**config.mk**
```make
export PLATFORM = sky130hd
export DESIGN_NAME = markup_subset_validator_unit_flat
export DESIGN_NICKNAME = d
export VERILOG_FILES = /design/src/rtl/msv_pkg.sv /design/src/rtl/msv_if.sv /design/src/rtl/msv_front.sv /design/src/rtl/msv_queue.sv /design/src/rtl/msv_back.sv /design/src/rtl/markup_subset_validator_unit.sv /design/src/flat_wrapper.sv
export SDC_FILE = /design/constraint.sdc
export NUM_CORES = 1
export LEC_CHECK = 0
export BUFFER_PORTS_ARGS = -buffer_cell sky130_fd_sc_hd__buf_2
export CAP_MARGIN = 20
export CORE_MARGIN = 8
export CORE_UTILIZATION = 45
export CTS_CLUSTER_DIAMETER = 100
export DETAILED_ROUTE_END_ITERATION = 8
export PLACE_DENSITY = 0.74
export SYNTH_ARGS = -nofsm -noshare
export SYNTH_HDL_FRONTEND = slang
export SYNTH_HIERARCHICAL = 1
export SYNTH_SLANG_ARGS = --single-unit
```
**constraint.sdc**
```tcl
create_clock -name clk -period 3.6 [get_ports clk]
set_input_delay 0.72 -clock clk [delete_from_list [all_inputs] [get_ports clk]]
set_output_delay 0.72 -clock clk [all_outputs]
set_load 0.03 [all_outputs]
```
**src/rtl/msv_pkg.sv**
```systemverilog
`default_nettype none
package msv_pkg;

  localparam int MAX_NEST_DEFAULT = 3;

  localparam logic [9:0]  MAX_LINK_LEN_RESET = 10'd256;
  localparam logic [10:0] TARGET_LEN_MAX     = 11'd2047;

  localparam int QUEUE_DEPTH = 4;
  localparam int QUEUE_AW    = $clog2(QUEUE_DEPTH);

  localparam logic [3:0] PFX_HTTPS_LEN = 4'd8;
  localparam logic [3:0] PFX_HTTP_LEN  = 4'd7;

  localparam logic [7:0] CH_LT        = 8'h3c;
  localparam logic [7:0] CH_GT        = 8'h3e;
  localparam logic [7:0] CH_BOLD      = 8'h02;
  localparam logic [7:0] CH_COLOUR    = 8'h03;
  localparam logic [7:0] CH_PLAIN     = 8'h0f;
  localparam logic [7:0] CH_REVERSE   = 8'h16;
  localparam logic [7:0] CH_ITALIC    = 8'h1d;
  localparam logic [7:0] CH_UNDERLINE = 8'h1f;
  localparam logic [7:0] CH_STRIKE    = 8'h1e;
  localparam logic [7:0] CH_MONO      = 8'h11;
  localparam logic [7:0] CH_STAR      = 8'h2a;
  localparam logic [7:0] CH_UNDERSCORE = 8'h5f;
  localparam logic [7:0] CH_TILDE     = 8'h7e;
  localparam logic [7:0] CH_BACKTICK  = 8'h60;
  localparam logic [7:0] CH_BACKSLASH = 8'h5c;
  localparam logic [7:0] CH_LPAREN    = 8'h28;
  localparam logic [7:0] CH_RPAREN    = 8'h29;
  localparam logic [7:0] CH_RBRACKET  = 8'h5d;
  localparam logic [7:0] CH_UPPER_A   = 8'h41;
  localparam logic [7:0] CH_UPPER_Z   = 8'h5a;
  localparam logic [7:0] CASE_OFFSET  = 8'h20;

  typedef enum logic [1:0] {
    VERDICT_OK        = 2'd0,
    VERDICT_FORBIDDEN = 2'd1,
    VERDICT_DEPTH     = 2'd2,
    VERDICT_LINK      = 2'd3
  } verdict_t;

  typedef enum logic [1:0] {
    MARK_STAR  = 2'd0,
    MARK_UNDER = 2'd1,
    MARK_TILDE = 2'd2,
    MARK_TICK  = 2'd3
  } marker_t;

  typedef struct packed {
    logic [7:0] data;
    logic       last;
    logic       forbidden;
    logic       is_marker;
    marker_t    code;
    logic       backslash;
    logic       lparen;
    logic       rparen;
  } entry_t;

  function automatic logic [7:0] https_char(input logic [3:0] pos);
    logic [7:0] c;
    case (pos)
      4'd0:    c = 8'h68;
      4'd1:    c = 8'h74;
      4'd2:    c = 8'h74;
      4'd3:    c = 8'h70;
      4'd4:    c = 8'h73;
      4'd5:    c = 8'h3a;
      4'd6:    c = 8'h2f;
      4'd7:    c = 8'h2f;
      default: c = 8'h00;
    endcase
    return c;
  endfunction

  function automatic logic [7:0] http_char(input logic [3:0] pos);
    logic [7:0] c;
    case (pos)
      4'd0:    c = 8'h68;
      4'd1:    c = 8'h74;
      4'd2:    c = 8'h74;
      4'd3:    c = 8'h70;
      4'd4:    c = 8'h3a;
      4'd5:    c = 8'h2f;
      4'd6:    c = 8'h2f;
      default: c = 8'h00;
    endcase
    return c;
  endfunction

endpackage
`default_nettype wire

```
**src/rtl/msv_if.sv**
```systemverilog
`default_nettype none
interface msv_text_if;
  logic       valid;
  logic       ready;
  logic [7:0] text_byte;
  logic       last_byte;

  modport source (output valid, output text_byte, output last_byte, input ready);
  modport sink   (input valid, input text_byte, input last_byte, output ready);
endinterface

interface msv_verdict_if;
  logic       valid;
  logic       ready;
  logic [1:0] verdict;

  modport source (output valid, output verdict, input ready);
  modport sink   (input valid, input verdict, output ready);
endinterface
`default_nettype wire

```
**src/rtl/msv_front.sv**
```systemverilog
`default_nettype none
module msv_front (
  msv_text_if.sink        text,
  input  wire logic       full,
  output msv_pkg::entry_t entry,
  output logic            push
);

  assign text.ready = !full;
  assign push       = text.valid && !full;

  always_comb begin
    entry           = '0;
    entry.data      = text.text_byte;
    entry.last      = text.last_byte;
    entry.forbidden = text.text_byte inside {
      msv_pkg::CH_LT, msv_pkg::CH_GT, msv_pkg::CH_BOLD, msv_pkg::CH_COLOUR,
      msv_pkg::CH_PLAIN, msv_pkg::CH_REVERSE, msv_pkg::CH_ITALIC,
      msv_pkg::CH_UNDERLINE, msv_pkg::CH_STRIKE, msv_pkg::CH_MONO};
    entry.backslash = (text.text_byte == msv_pkg::CH_BACKSLASH);
    entry.lparen    = (text.text_byte == msv_pkg::CH_LPAREN);
    entry.rparen    = (text.text_byte == msv_pkg::CH_RPAREN);
    entry.is_marker = 1'b1;
    entry.code      = msv_pkg::MARK_STAR;
    case (text.text_byte)
      msv_pkg::CH_STAR:       entry.code = msv_pkg::MARK_STAR;
      msv_pkg::CH_UNDERSCORE: entry.code = msv_pkg::MARK_UNDER;
      msv_pkg::CH_TILDE:      entry.code = msv_pkg::MARK_TILDE;
      msv_pkg::CH_BACKTICK:   entry.code = msv_pkg::MARK_TICK;
      default:                entry.is_marker = 1'b0;
    endcase
  end

endmodule
`default_nettype wire

```
**src/rtl/msv_queue.sv**
```systemverilog
`default_nettype none
module msv_queue (
  input  wire logic            clk,
  input  wire logic            rst,
  input  wire logic            push,
  input  wire msv_pkg::entry_t push_entry,
  input  wire logic            pop,
  output msv_pkg::entry_t      head,
  output logic                 full,
  output logic                 empty
);

  localparam logic [msv_pkg::QUEUE_AW:0] DEPTH = (msv_pkg::QUEUE_AW + 1)'(msv_pkg::QUEUE_DEPTH);

  msv_pkg::entry_t               mem [msv_pkg::QUEUE_DEPTH];
  logic [msv_pkg::QUEUE_AW-1:0]  wr_ptr;
  logic [msv_pkg::QUEUE_AW-1:0]  rd_ptr;
  logic [msv_pkg::QUEUE_AW:0]    count;

  assign full  = (count == DEPTH);
  assign empty = (count == '0);
  assign head  = mem[rd_ptr];

  always_ff @(posedge clk) begin
    if (push) begin
      mem[wr_ptr] <= push_entry;
    end
  end

  always_ff @(posedge clk) begin
    if (rst) begin
      wr_ptr <= '0;
      rd_ptr <= '0;
      count  <= '0;
    end else begin
      if (push) begin
        wr_ptr <= wr_ptr + 1'b1;
      end
      if (pop) begin
        rd_ptr <= rd_ptr + 1'b1;
      end
      case ({push, pop})
        2'b10:   count <= count + 1'b1;
        2'b01:   count <= count - 1'b1;
        default: count <= count;
      endcase
    end
  end

  a_no_push_full: assert property (@(posedge clk) disable iff (rst) !(push && full))
    else $error("request pushed into full queue");
  a_no_pop_empty: assert property (@(posedge clk) disable iff (rst) !(pop && empty))
    else $error("request popped from empty queue");
  a_count_bound: assert property (@(posedge clk) disable iff (rst) count <= DEPTH)
    else $error("queue count beyond depth");

endmodule
`default_nettype wire

```
**src/rtl/msv_back.sv**
```systemverilog
`default_nettype none
module msv_back #(
  parameter int MAX_NEST = msv_pkg::MAX_NEST_DEFAULT
) (
  input  wire logic            clk,
  input  wire logic            rst,
  input  wire logic            cfg_we,
  input  wire logic [9:0]      cfg_wdata,
  input  wire msv_pkg::entry_t head,
  input  wire logic            empty,
  output logic                 pop,
  msv_verdict_if.source        result
);

  localparam int NEST_W = $clog2(MAX_NEST + 1);
  localparam int IDX_W  = (MAX_NEST > 1) ? $clog2(MAX_NEST) : 1;
  localparam logic [NEST_W-1:0] NEST_FULL = NEST_W'(MAX_NEST);

  logic [9:0]        max_link_len;
  logic [7:0]        previous_byte, previous_byte_next;
  logic              escape_pending, escape_pending_next;
  logic              previous_was_marker, previous_was_marker_next;
  msv_pkg::marker_t  marker_stack [MAX_NEST];
  logic [NEST_W-1:0] nest_count, nest_count_next;
  logic              inside_target, inside_target_next;
  logic [10:0]       target_length, target_length_next;
  logic [3:0]        prefix_position, prefix_position_next;
  logic              http_matching, http_matching_next;
  logic              https_matching, https_matching_next;
  logic              forbidden_seen, forbidden_seen_next;
  logic              depth_failed, depth_failed_next;
  logic              link_failed, link_failed_next;
  logic              out_valid, out_valid_next;
  msv_pkg::verdict_t verdict, verdict_next;
  logic              stack_we;
  logic [IDX_W-1:0]  stack_widx;
  logic [IDX_W-1:0]  top_idx;
  logic [7:0]        lc;

  function automatic logic target_bad(input logic [10:0] len, input logic [3:0] pos,
                                      input logic hm, input logic hsm,
                                      input logic [9:0] limit);
    logic ok_prefix;
    ok_prefix = ((pos >= msv_pkg::PFX_HTTPS_LEN) && hsm) ||
                ((pos >= msv_pkg::PFX_HTTP_LEN) && hm);
    return (len > {1'b0, limit}) || !ok_prefix;
  endfunction

  assign top_idx      = IDX_W'(nest_count - 1'b1);
  assign stack_widx   = IDX_W'(nest_count);
  assign result.valid   = out_valid;
  assign result.verdict = verdict;

  always_comb begin
    pop = !empty && (!head.last || !out_valid || result.ready);
    previous_byte_next       = previous_byte;
    escape_pending_next      = escape_pending;
    previous_was_marker_next = previous_was_marker;
    nest_count_next          = nest_count;
    inside_target_next       = inside_target;
    target_length_next       = target_length;
    prefix_position_next     = prefix_position;
    http_matching_next       = http_matching;
    https_matching_next      = https_matching;
    forbidden_seen_next      = forbidden_seen;
    depth_failed_next        = depth_failed;
    link_failed_next         = link_failed;
    out_valid_next           = out_valid && !result.ready;
    verdict_next             = verdict;
    stack_we                 = 1'b0;
    lc = (head.data inside {[msv_pkg::CH_UPPER_A:msv_pkg::CH_UPPER_Z]}) ?
         head.data + msv_pkg::CASE_OFFSET : head.data;

    if (pop) begin
      if (head.forbidden) begin
        forbidden_seen_next = 1'b1;
      end

      // nesting of emphasis markers
      if (escape_pending) begin
        escape_pending_next      = 1'b0;
        previous_was_marker_next = 1'b0;
      end else if (head.backslash) begin
        escape_pending_next      = !head.last;
        previous_was_marker_next = 1'b0;
      end else if (!head.is_marker) begin
        previous_was_marker_next = 1'b0;
      end else if (!(previous_was_marker && previous_byte == head.data)) begin
        previous_was_marker_next = 1'b1;
        if (nest_count != '0 && marker_stack[top_idx] == head.code) begin
          nest_count_next = nest_count - 1'b1;
        end else if (nest_count >= NEST_FULL) begin
          depth_failed_next = 1'b1;
        end else begin
          stack_we        = 1'b1;
          nest_count_next = nest_count + 1'b1;
        end
      end

      // link targets
      if (!inside_target) begin
        if (head.lparen && previous_byte == msv_pkg::CH_RBRACKET) begin
          inside_target_next   = 1'b1;
          target_length_next   = '0;
          prefix_position_next = '0;
          http_matching_next   = 1'b1;
          https_matching_next  = 1'b1;
        end
      end else if (head.rparen) begin
        inside_target_next = 1'b0;
        if (target_bad(target_length, prefix_position, http_matching, https_matching,
                       max_link_len)) begin
          link_failed_next = 1'b1;
        end
      end else begin
        if (target_length != msv_pkg::TARGET_LEN_MAX) begin
          target_length_next = target_length + 1'b1;
        end
        if (prefix_position < msv_pkg::PFX_HTTPS_LEN) begin
          if (lc != msv_pkg::https_char(prefix_position)) begin
            https_matching_next = 1'b0;
          end
          if (prefix_position < msv_pkg::PFX_HTTP_LEN &&
              lc != msv_pkg::http_char(prefix_position)) begin
            http_matching_next = 1'b0;
          end
          prefix_position_next = prefix_position + 1'b1;
        end
      end

      previous_byte_next = head.data;

      if (head.last) begin
        if (inside_target_next &&
            target_bad(target_length_next, prefix_position_next, http_matching_next,
                       https_matching_next, max_link_len)) begin
          link_failed_next = 1'b1;
        end
        if (forbidden_seen_next) begin
          verdict_next = msv_pkg::VERDICT_FORBIDDEN;
        end else if (depth_failed_next) begin
          verdict_next = msv_pkg::VERDICT_DEPTH;
        end else if (link_failed_next) begin
          verdict_next = msv_pkg::VERDICT_LINK;
        end else begin
          verdict_next = msv_pkg::VERDICT_OK;
        end
        out_valid_next           = 1'b1;
        previous_byte_next       = '0;
        escape_pending_next      = 1'b0;
        previous_was_marker_next = 1'b0;
        nest_count_next          = '0;
        inside_target_next       = 1'b0;
        target_length_next       = '0;
        prefix_position_next     = '0;
        http_matching_next       = 1'b1;
        https_matching_next      = 1'b1;
        forbidden_seen_next      = 1'b0;
        depth_failed_next        = 1'b0;
        link_failed_next         = 1'b0;
      end
    end
  end

  always_ff @(posedge clk) begin
    if (stack_we) begin
      marker_stack[stack_widx] <= head.code;
    end
    verdict <= verdict_next;
  end

  always_ff @(posedge clk) begin
    if (rst) begin
      max_link_len        <= msv_pkg::MAX_LINK_LEN_RESET;
      previous_byte       <= '0;
      escape_pending      <= 1'b0;
      previous_was_marker <= 1'b0;
      nest_count          <= '0;
      inside_target       <= 1'b0;
      target_length       <= '0;
      prefix_position     <= '0;
      http_matching       <= 1'b1;
      https_matching      <= 1'b1;
      forbidden_seen      <= 1'b0;
      depth_failed        <= 1'b0;
      link_failed         <= 1'b0;
      out_valid           <= 1'b0;
    end else begin
      if (cfg_we) begin
        max_link_len <= cfg_wdata;
      end
      previous_byte       <= previous_byte_next;
      escape_pending      <= escape_pending_next;
      previous_was_marker <= previous_was_marker_next;
      nest_count          <= nest_count_next;
      inside_target       <= inside_target_next;
      target_length       <= target_length_next;
      prefix_position     <= prefix_position_next;
      http_matching       <= http_matching_next;
      https_matching      <= https_matching_next;
      forbidden_seen      <= forbidden_seen_next;
      depth_failed        <= depth_failed_next;
      link_failed         <= link_failed_next;
      out_valid           <= out_valid_next;
    end
  end

  a_nest_bound: assert property (@(posedge clk) disable iff (rst) nest_count <= NEST_FULL)
    else $error("nesting count beyond stack depth");
  a_clear_after_last: assert property (@(posedge clk) disable iff (rst)
      (pop && head.last) |=> (out_valid && nest_count == '0 && !inside_target &&
                              !escape_pending && !forbidden_seen))
    else $error("message state not cleared after verdict");

endmodule
`default_nettype wire

```
**src/rtl/markup_subset_validator_unit.sv**
```systemverilog
`default_nettype none
// channel   dir   payload                 handshake
// text      in    text_byte[8] last_byte  valid / ready
// result    out   verdict[2]              valid / ready
// cfg       in    cfg_wdata[10]           cfg_we, no wait
//
// one byte per cycle while the queue is not full; byte to queue in the accept
// cycle, back end updates state when it pops the byte, verdict shows in the
// cycle after the last byte leaves the queue
// rst (synchronous) clears all message state and sets max_link_len to 256
// a four-deep request queue keeps text flowing while a verdict waits; only
// the last byte of the next message waits behind an untaken verdict
module markup_subset_validator_unit #(
  parameter int MAX_NEST = msv_pkg::MAX_NEST_DEFAULT
) (
  input  wire logic       clk,
  input  wire logic       rst,
  input  wire logic       cfg_we,
  input  wire logic [9:0] cfg_wdata,
  msv_text_if.sink        text,
  msv_verdict_if.source   result
);

  msv_pkg::entry_t push_entry;
  msv_pkg::entry_t head;
  logic            push;
  logic            pop;
  logic            full;
  logic            empty;

  msv_front u_front (
    .text  (text),
    .full  (full),
    .entry (push_entry),
    .push  (push)
  );

  msv_queue u_queue (
    .clk        (clk),
    .rst        (rst),
    .push       (push),
    .push_entry (push_entry),
    .pop        (pop),
    .head       (head),
    .full       (full),
    .empty      (empty)
  );

  msv_back #(
    .MAX_NEST (MAX_NEST)
  ) u_back (
    .clk       (clk),
    .rst       (rst),
    .cfg_we    (cfg_we),
    .cfg_wdata (cfg_wdata),
    .head      (head),
    .empty     (empty),
    .pop       (pop),
    .result    (result)
  );

endmodule
`default_nettype wire
```
**src/flat_wrapper.sv**
```systemverilog
// flat-port wrapper written by rule: the top's interface ports become plain ports
module markup_subset_validator_unit_flat 
#(
  parameter int MAX_NEST = msv_pkg::MAX_NEST_DEFAULT
)
  (clk, rst, cfg_we, cfg_wdata, text_valid, text_text_byte, text_last_byte, text_ready, result_valid, result_verdict, result_ready);
  msv_text_if text_i ();
  msv_verdict_if result_i ();
  input  wire logic clk;
  input  wire logic rst;
  input  wire logic cfg_we;
  input  wire logic [9:0] cfg_wdata;
  input wire logic [$bits(text_i.valid)-1:0] text_valid;
  input wire logic [$bits(text_i.text_byte)-1:0] text_text_byte;
  input wire logic [$bits(text_i.last_byte)-1:0] text_last_byte;
  output wire logic [$bits(text_i.ready)-1:0] text_ready;
  output wire logic [$bits(result_i.valid)-1:0] result_valid;
  output wire logic [$bits(result_i.verdict)-1:0] result_verdict;
  input wire logic [$bits(result_i.ready)-1:0] result_ready;
  assign text_i.valid = text_valid;
  assign text_i.text_byte = text_text_byte;
  assign text_i.last_byte = text_last_byte;
  assign text_ready = text_i.ready;
  assign result_valid = result_i.valid;
  assign result_verdict = result_i.verdict;
  assign result_i.ready = result_ready;
  markup_subset_validator_unit #(.MAX_NEST(MAX_NEST)) u_core (.clk(clk), .rst(rst), .cfg_we(cfg_we), .cfg_wdata(cfg_wdata), .text(text_i), .result(result_i));
endmodule
```
# Word-level counts from Yosys, hierarchy flattened
# Memory sizes are Yosys's and may differ from the RTL's. A register that Yosys moved wholly into a read port is not among the register bits.
# Index checks and enable logic that the tools add are counted.
# Widths: inputs -> output; s select.
# word_totals
ff_bits	53
ram_bits	70
mem_bits_ro	48
input_bits	24
output_inout_bits	4
memories	3
# classes
add_sub_neg	9
magnitude_cmp	11
n_eq_ne	37
muxes	98
reduce_logical	38
# mem_list
memory	words	word_bits	rd	rd_ports_with_merged_regs	write_ports	line	text
u_core.u_queue.mem	4	16	1	1	1	msv_queue.sv:15	msv_pkg::entry_t mem [msv_pkg::QUEUE_DEPTH];
(name not given)	8	6	1	1	0	msv_pkg.sv:64	case (pos)
u_core.u_back.marker_stack	3	2	1	0	1	msv_back.sv:23	msv_pkg::marker_t marker_stack [MAX_NEST];
# ops
operator	n
$mux 8	11
$mux 11	6
$mux 1	59
$eq 8x5->1 const B	5
$eq 8x6->1 const B	5
$eq 8x7->1 const B	5
$pmux 7 s5	1
$mux 4	6
$gt 11x10->1	2
$mux 2	11
$eq 8x2->1 const B	2
$ne 8x8->1	2
$logic_and 1x1->1	13
$eq 4x3->1 const B	3
$add 11x1->11 const B	1
$ne 11x11->1 const B	1
$reduce_bool 10->1	1
$add 8x6->8 const B	1
$eq 4x2->1 const B	2
$eq 8x4->1 const B	1
$eq 8x8->1	1
$ge 4x3->1 const B	2
$ge 4x4->1 const B	2
$ge 8x7->1 const B	1
29 further kinds	49

# Longest topological paths before layout
# Gate-level depths: netlist of run 1.
# depth
ltp_word	24
depth_mapped	16
ltp_nobuf	14

# Modules after synthesis
# Netlist of run 1, hierarchy kept.
# modules_own_cells
mod	n_inst	cells_each	area_per_inst_um2	seq_area_each_um2
msv_back	1	488	3983.8	1241.2
msv_queue	1	131	2780.2	2102.0
msv_front	1	38	265.3	0.0

# Worst setup path before layout of run 1
# No wires, ideal clock.
# synth_path
path_type	register -> register
start	register with a tool-made name
end	register u_core.u_back.verdict[0] (netlist: u_core/u_back/result.verdict[0]), data pin
setup_time_ns	0.271
t_arrival_ns	3.289
slack_ns	0.040
stages_incl_launch_ff	16
path_buffers	2
period_less_slack_ns	3.560
cell_sequence	dfxtp_1 -> buf_6 -> mux4_1 -> clkbuf_8 -> nor2b_1 -> nand2_1 -> or3_1 -> nand3_1 -> o21ai_0 -> ha_1 -> nor2b_1 -> o21ai_0 -> o211ai_1 -> a221o_1 -> nor3_1 -> a31oi_1
# synth_rtl
item	line	text
end signal: assignment	msv_back.sv:169	verdict <= verdict_next;
end: declaration	msv_back.sv:34	msv_pkg::verdict_t verdict, verdict_next;

==> results.md, run 1 <==
* Die Footprint at approximately 20000 um2
* Worst Tran Pin Value at 0.896 ns
* Dpl cells at ~870
* Vias in the first global route at 5192
* TritonCTS Buffers at 17
* Final GP Congestion at 0.937
* Area of the multi-input gates at 3300 um2
* Non-Filler Instances at between 900 and 1000
* Diodes inserted at 0
* Post-Synthesis Net Count at slightly above 700
* Worst Skew at around 0.012 ns
* Logic gate share of total power at 0.342
* Share of cells above drive strength 1 at 0.166
* Reg power frac at 0.354
* First-pass GRT wire length at approximately 26000 um
* P_int at about 3.4 mW
* LEAKAGE at 2.95 nW
* Critical path class: register to register
* Asr flop ratio synth at 0
* Synth Instances at about 660
* Sequential-to-total area share from yosys stat at 0.476
* Largest net degree at the start of global routing at 36
* Maximum vdd drop at ~0.38 mV
* Cell area after layout at roughly 7900 um2
* Synth Register Bits at roughly 130
* Arrival @ worst endpoint at 3.70 ns
* Port Buf Inserts at 27
* Post-synth EDFFs at slightly above 70
* Area after DPL at around 7300 um2
* Hpwl dp at ~11000 um
* Starting DRC count in detailed routing at approximately 460
* Hold WS at roughly 0.46 ns
* Vias per cell at slightly below 6
* CP required at 3.74 ns
* Root buffer cell: clkbuf_16
* Final setup violation count at 0
* Switching share of power at 0.350
* Layout area overhead at 12.5%
* Die height at between 100 and 150 um
* Final Util at 0.518
* Synth unique cells at just over 80
* Ys flop type: edfxtp_1
* Initial antenna violation count at 0
* CTS tree: built
* Number of nets still failing antenna checks after routing at 0
* H-tree levels at 4
* Chip Width at about 140 um
* Final Cycle Share at 0.989
* Sw Pwr at 1.85 mW
* Pwr Density at roughly 670 nW/um2
* Max-slew violations at 0
* Startpoint types: register
* Total power at approximately 5.3 mW
* Warnings, synthesis at 6
* Vias after detailed routing at 5302
* Syn Area/Cell at around 11 um2
* Bufs on Longest Clock Path at 2
* Nets at ~740
* Min cycle time layout at between 3 and 4 ns
* Overall Global Routing Usage at 0.162
* Rows at between 40 and 50
* DRC viols at 0
* Crit path capture type: register
* GRT Residual Overflow at 0
* Status: completed
* F_max at roughly 280 MHz
* TritonCTS Sinks at around 130
* Final-layout fill cell count at between 1000 and 1500
* I/O Pins at 28
* Mapped Area at ~7000 um2
* Clock latency on the worst-skew pair at between 0.4 and 0.5 ns
* First-pass detailed-route iteration total at 6
* Worst-path maximum fanout at 5
* Routed WL per cell at 17.5 um
* DRT Wirelength at around 16000 um
* Min-Delay Path Class: register to register
* Max_cap viols at 0
* Clock power share at 0.304
* Clock-pin transition on the worst setup and hold timing paths at ~0.060 ns
* Worst rel slew slack at 0.403
* Fin. Hold Viols at 0
* Register area at 3340 um2
* Initial Util at 0.461
* Core Area at ~15000 um2
[per-stage QoR]
stage,setup WS [ns],setup TNS [ns]
after floorplan,0.0400,0
after CTS,0.0320,0
after detailed placement,-0.00560,-0.00560
after global routing,-0.0288,-0.0484
final,0.0387,0
after global placement,0.0886,0
[placed cells by master, fill, tap and decap left out, types with 6 or more instances in the layout]
master	netlist	routed
nor3b_1	8	8
o21ai_1	5	6
o21ai_0	18	17
a21oi_1	36	36
ha_1	38	38
nor3_1	18	17
or3_1	6	6
buf_2	6	27
xor2_1	6	6
mux4_2	10	11
dfxtp_1	59	59
edfxtp_1	72	72
a22oi_1	11	11
xnor2_1	14	14
a31oi_1	8	8
nand2_1	28	28
clkbuf_16	0	17
buf_4	9	19
o211ai_1	7	7
mux2i_1	17	17
nand3_1	10	10
inv_1	39	39
nor2b_1	8	7
nand2b_1	7	7
and3_1	7	7
nand4_1	10	10
a21o_1	10	10
nor2_1	75	75
[synth_stat cells (all sizes together) (5+ instances only)]
| library cell | number | share of area |
|---|---|---|
| inv | 41 | 0.022 |
| a21oi | 36 | 0.026 |
| o31ai | 5 | 0.0053 |
| xnor2 | 14 | 0.017 |
| a21o | 10 | 0.011 |
| a22oi | 11 | 0.012 |
| nor3b | 9 | 0.010 |
| nor3 | 19 | 0.014 |
| mux4 | 16 | 0.054 |
| clkbuf | 20 | 0.012 |
| nor2b | 8 | 0.0071 |
| nand4 | 10 | 0.0089 |
| nand3 | 10 | 0.0071 |
| nor2 | 76 | 0.041 |
| xor2 | 6 | 0.0075 |
| o211ai | 7 | 0.0075 |
| and3 | 10 | 0.0094 |
| nor4 | 6 | 0.0062 |
| o21ai | 23 | 0.016 |
| buf | 23 | 0.025 |
| edfxtp | 72 | 0.31 |
| or3 | 6 | 0.0053 |
| dfxtp | 59 | 0.17 |
| and2 | 5 | 0.0044 |
| ha | 38 | 0.068 |
| mux2i | 17 | 0.024 |
| a31oi | 8 | 0.0071 |
| nand2 | 28 | 0.015 |
| nand2b | 8 | 0.0075 |
[power by group through the flow]
stage	Sequential, mW	Clock, mW	Combinational [mW]
global route	1.89	1.70	1.97
global placement	1.89	0	1.70
floorplan	1.89	0	1.33
finish	1.87	1.61	1.80
detailed placement	1.90	0	1.77
CTS	1.87	1.64	1.78
[sequential cells by signal, indices dropped and copies added (netlist names), named ones only]
| name | flops |
|---|---|
| u_core/u_back/link_failed | 1 |
| u_core/u_back/previous_byte | 8 |
| u_core/u_back/result.valid | 1 |
| u_core/u_back/result.verdict | 2 |
| u_core/u_queue/mem | 64 |
| u_core/u_queue/count | 3 |
| u_core/u_back/inside_target | 1 |
| u_core/u_back/https_matching | 1 |
| u_core/u_back/escape_pending | 1 |
| u_core/u_back/previous_was_marker | 1 |
| u_core/u_back/marker_stack | 6 |
| u_core/u_back/target_length | 11 |
| u_core/u_back/nest_count | 2 |
| u_core/u_back/http_matching | 1 |
| u_core/u_back/prefix_position | 4 |
| u_core/u_queue/wr_ptr | 2 |
| u_core/u_back/forbidden_seen | 1 |
| u_core/u_queue/rd_ptr | 2 |
| u_core/u_back/max_link_len | 10 |
| u_core/u_back/depth_failed | 1 |
[critical path: stages (launching register included)]
cell and delay [ns]:
dfxtp_1 0.35, mux4_2 0.58, nor2b_2 0.17, nand2_1 0.12, or3_1 0.43, nand3_1 0.12
o21ai_0 0.10, ha_1 0.31, nor2b_1 0.14, o21ai_1 0.19, o211ai_1 0.15, a221o_1 0.38
nor3_2 0.15, a31oi_1 0.11
[final timing paths]
check,depth (start not counted),slack [ns],start,end
worst min register to register,1,0.46,u_core/u_back/link_failed,u_core/u_back/link_failed
worst max register to register,13,0.04,register,u_core/u_back/result.verdict[0]
worst min-delay path,1,0.46,u_core/u_back/link_failed,u_core/u_back/link_failed
worst max-delay path,13,0.04,register,u_core/u_back/result.verdict[0]
[cell type report]
class / instances / area share
inverters: 42 / 0.0201
well taps: 211 / 0.0334
flip-flops and latches: 131 / 0.423
repair buffers: 47 / 0.0365
clock buffers: 17 / 0.0538
multi-input cells: 441 / 0.417
clock inverters: 14 / 0.0166
[metal layers]
layer	up-vias	GRT usage	part of all wire
li1	2473	-	-
met1	2569	0.198	0.42
met2	219	0.270	0.48
met3	41	0.0304	0.060
met4	0	0.0781	0.031
met5	-	0	0
[cell families (layout without fill, tap and decap cells)]
family / after synthesis / in the layout / synth area share
and+or+nand+nor: 212 / 212 / 0.158
AOI/OAI and AO/OA: 137 / 137 / 0.133
muxes: 33 / 33 / 0.0787
buffers and inverters: 85 / 120 / 0.0595
adders and majority gates: 39 / 39 / 0.0705
xor gates and xnor gates: 20 / 20 / 0.0249
DFF: 131 / 131 / 0.476
[what timing repair did]
item / CTS / global route
cloned: 0 / 0
pin swaps: 0 / 1
endpoints found under the hold margin: 0 / 0
hold buffers: 0 / 0
setup buffers: 0 / 1
resized for setup: 2 / 8
endpoints found under the setup margin: 2 / 2
No activity file was read; power rests on OpenSTA's default activity.
==> inputs of run 2 (changes only) <==
--- a/config.mk
+++ b/config.mk
@@ -5,13 +5,13 @@
 export SDC_FILE = /design/constraint.sdc
 export NUM_CORES = 1
 export LEC_CHECK = 0
-export BUFFER_PORTS_ARGS = -buffer_cell sky130_fd_sc_hd__buf_2
 export CAP_MARGIN = 20
 export CORE_MARGIN = 8
 export CORE_UTILIZATION = 45
 export CTS_CLUSTER_DIAMETER = 100
 export DETAILED_ROUTE_END_ITERATION = 8
-export PLACE_DENSITY = 0.74
+export DONT_BUFFER_PORTS = 1
+export PLACE_DENSITY = 0.72
 export SYNTH_ARGS = -nofsm -noshare
 export SYNTH_HDL_FRONTEND = slang
 export SYNTH_HIERARCHICAL = 1
==> results.md, run 2 (synthesized netlist as in run 1, its figures left out) <==
* Status: completed (unchanged)
* Post-CTS Hold Buffers at 0 (unchanged)
* Dpl cells at 844 (was 871)
* GRT Max-Usage Layer: met2 (unchanged)
* Worst-path maximum fanout at 5 (unchanged)
* Rows at 45 (unchanged)
* Met3 usage at 0.0429 (was 0.0304)
* Crit path capture type: register (unchanged)
* Die height at 141 um (unchanged)
* TritonCTS Buffers at 17 (unchanged)
* Vias in the first global route at 5136 (was 5192)
* Most frequent cells in the layout: nor2_1, edfxtp_1, dfxtp_1 (unchanged)
* R2R Path End: u_core/u_back/result.verdict[0] (unchanged)
* F_max at 292 MHz (was 281 MHz)
* Final Cycle Share at 0.950 (was 0.989)
* CP required at 3.75 ns (was 3.74 ns)
* Port Buf Inserts at 0 (was 27)
* Die Footprint at 19900 um2 (unchanged)
* Core Area at 15300 um2 (unchanged)
* Routed WL per cell at 18.2 um (was 17.5 um)
* Nets at 717 (was 743)
* Fin. Hold Viols at 0 (unchanged)
* Biggest register: u_core/u_queue/mem (unchanged)
* Largest register FFs at 64 (unchanged)
* Clock-pin transition on the worst setup and hold timing paths at 0.06 ns (about the same)
* Diodes inserted at 0 (unchanged)
* Total power at 5.41 mW (was 5.28 mW)
* Hpwl dp at 11200 um (was 11100 um)
* Layout area overhead at 11.6% (was 12.5%)
* Max_cap viols at 0 (unchanged)
* Hold Crit Depth at 1 (unchanged)
* Largest net degree at the start of global routing at 52 (was 36)
* Initial Util at 0.461 (unchanged)
* Initial antenna violation count at 0 (unchanged)
* Maximum vdd drop at 0.530 mV (was 0.377 mV)
* Number of nets still failing antenna checks after routing at 0 (unchanged)
* Starting DRC count in detailed routing at 545 (was 462)
* GRT Residual Overflow at 0 (unchanged)
* Pwr Density at 690 nW/um2 (was 667 nW/um2)
* Worst reg-to-reg path cell count at 13 (unchanged)
* LEAKAGE at 2.90 nW (was 2.95 nW)
* TritonCTS Sinks at 131 (unchanged)
* Max-slew violations at 0 (unchanged)
* Worst Skew at 0.00912 ns (was 0.0124 ns)
* Bufs on Longest Clock Path at 2 (unchanged)
* Min-Delay Path Class: primary input to register (was register to register)
* Final-layout fill cell count at 1297 (was 1318)
* Area after DPL at 7180 um2 (was 7310 um2)
* Met2 GRT Util at 0.284 (was 0.270)
* Biggest registers after layout: u_core/u_queue/mem x64, u_core/u_back/target_length x11, u_core/u_back/max_link_len x10 (unchanged)
* Setup TNS at 0 ns (unchanged)
* Final GP Congestion at 0.972 (was 0.937)
* First-pass detailed-route iteration total at 5 (was 6)
* H-tree levels at 4 (unchanged)
* Unrepaired setup endpoints after global routing: no
* Cell area after layout at 7850 um2 (was 7910 um2)
* Commonest non-fill, non-tap cell in the layout: nor2_1 (unchanged)
* Root buffer cell: clkbuf_16 (unchanged)
* DRT Wirelength at 16000 um (was 15800 um)
* Worst rel slew slack at 0.402 (was 0.403)
* Vias per cell at 5.78 (was 5.87)
* I/O Pins at 28 (unchanged)
* Arrival @ worst endpoint at 3.57 ns (was 3.70 ns)
* Hold WS at 0.368 ns (was 0.463 ns)
* Vias after detailed routing at 5075 (was 5302)
* DRC viols at 0 (unchanged)
* Final setup violation count at 0 (unchanged)
* Worst Tran Pin Value at 0.898 ns (was 0.896 ns)
* Non-Filler Instances at 878 (was 903)
* Overall Global Routing Usage at 0.168 (was 0.162)
* Min cycle time layout at 3.42 ns (was 3.56 ns)
* Share of cells above drive strength 1 at 0.138 (was 0.166)
* Worst setup path endpoint: u_core/u_back/result.verdict[0] (unchanged)
* Clock latency on the worst-skew pair at 0.42 ns (about the same)
* Startpoint types: register (unchanged)
* Critical path class: register to register (unchanged)
* Reg-to-reg slack, setup at 0.18 ns (was 0.04 ns)
* Chip Width at 141 um (unchanged)
* Critical path startpoint: u_core/u_back/target_length[0]
* First-pass GRT wire length at 26400 um (was 25800 um)
* R2R Path Start: u_core/u_back/target_length[0]
* CTS tree: built (unchanged)
* M1 GR Usage at 0.201 (was 0.198)
run 2: changes by cell type in the layout (fill, tap and decap cells not counted), moves of 2 or more:
cell	previous run	this run
clkinv_4	2	4
clkinvlp_4	5	0
buf_2	27	0
inv_6	3	5
run 2: how the worst min path moves through the flow:
stage	from	end	slack, ns
2_1_floorplan	u_core/u_back/link_failed	u_core/u_back/link_failed	0.43
3_3_place_gp	u_core/u_back/previous_was_marker	u_core/u_back/previous_was_marker	0.44
3_5_place_dp	u_core/u_back/previous_was_marker	u_core/u_back/previous_was_marker	0.44
4_1_cts	rst	u_core/u_back/prefix_position[0]	0.35
5_1_grt	rst	u_core/u_back/max_link_len[7]	0.35
6_report	rst	u_core/u_back/prefix_position[0]	0.37
run 2: power by group:
group,internal (mW),switching [mW]
combinational,0.693,1.08
clock,1.04,0.702
sequential,1.78,0.116
total,3.51,1.90
run 2: through the flow:
step / utilization / setup WS, ns
after floorplan: - / 0.0400
after global placement: 0.470 / -0.00227
after detailed placement: 0.470 / 0.0132
after global routing: 0.514 / 0.00507
after CTS: 0.509 / 0.0262
final: 0.514 / 0.180
run 2: timing repair:
| action | in CTS | in global routing |
|---|---|---|
| gates resized for setup | 1 | 13 |
| gates cloned | 0 | 0 |
| setup endpoints to repair | 1 | 2 |
| setup buffers | 0 | 2 |
| pin swaps | 0 | 3 |
run 2: final cells by class:
type                            count  area, um2  share of cell area
Tap cell                          211        264              0.0336
Clock buffer                       18        429              0.0547
Sequential cell                   131       3340               0.426
Timing Repair Buffer               21        161              0.0206
Multi-Input combinational cell    441       3320               0.423
Clock inverter                     14        166              0.0212
Inverter                           42        159              0.0203
run 2: worst max-delay path: stages (launching register included):
cell and delay (ns):
dfxtp_1 0.41, ha_1 0.23, and3_1 0.24, nand4_1 0.25, nor2b_1 0.23, mux2i_1 0.13
mux2i_1 0.27, ha_1 0.32, a21o_1 0.17, a21oi_1 0.16, o211ai_1 0.11, a221o_1 0.37
nor3_2 0.15, a31oi_1 0.12
run 2: per-layer routing:
layer	part of all wire	vias to the layer above	wire length [um]
met5	0	-	0
met4	0.019	0	308
met3	0.056	25	893
li1	-	2422	-
met1	0.42	2442	6770
met2	0.50	186	8040
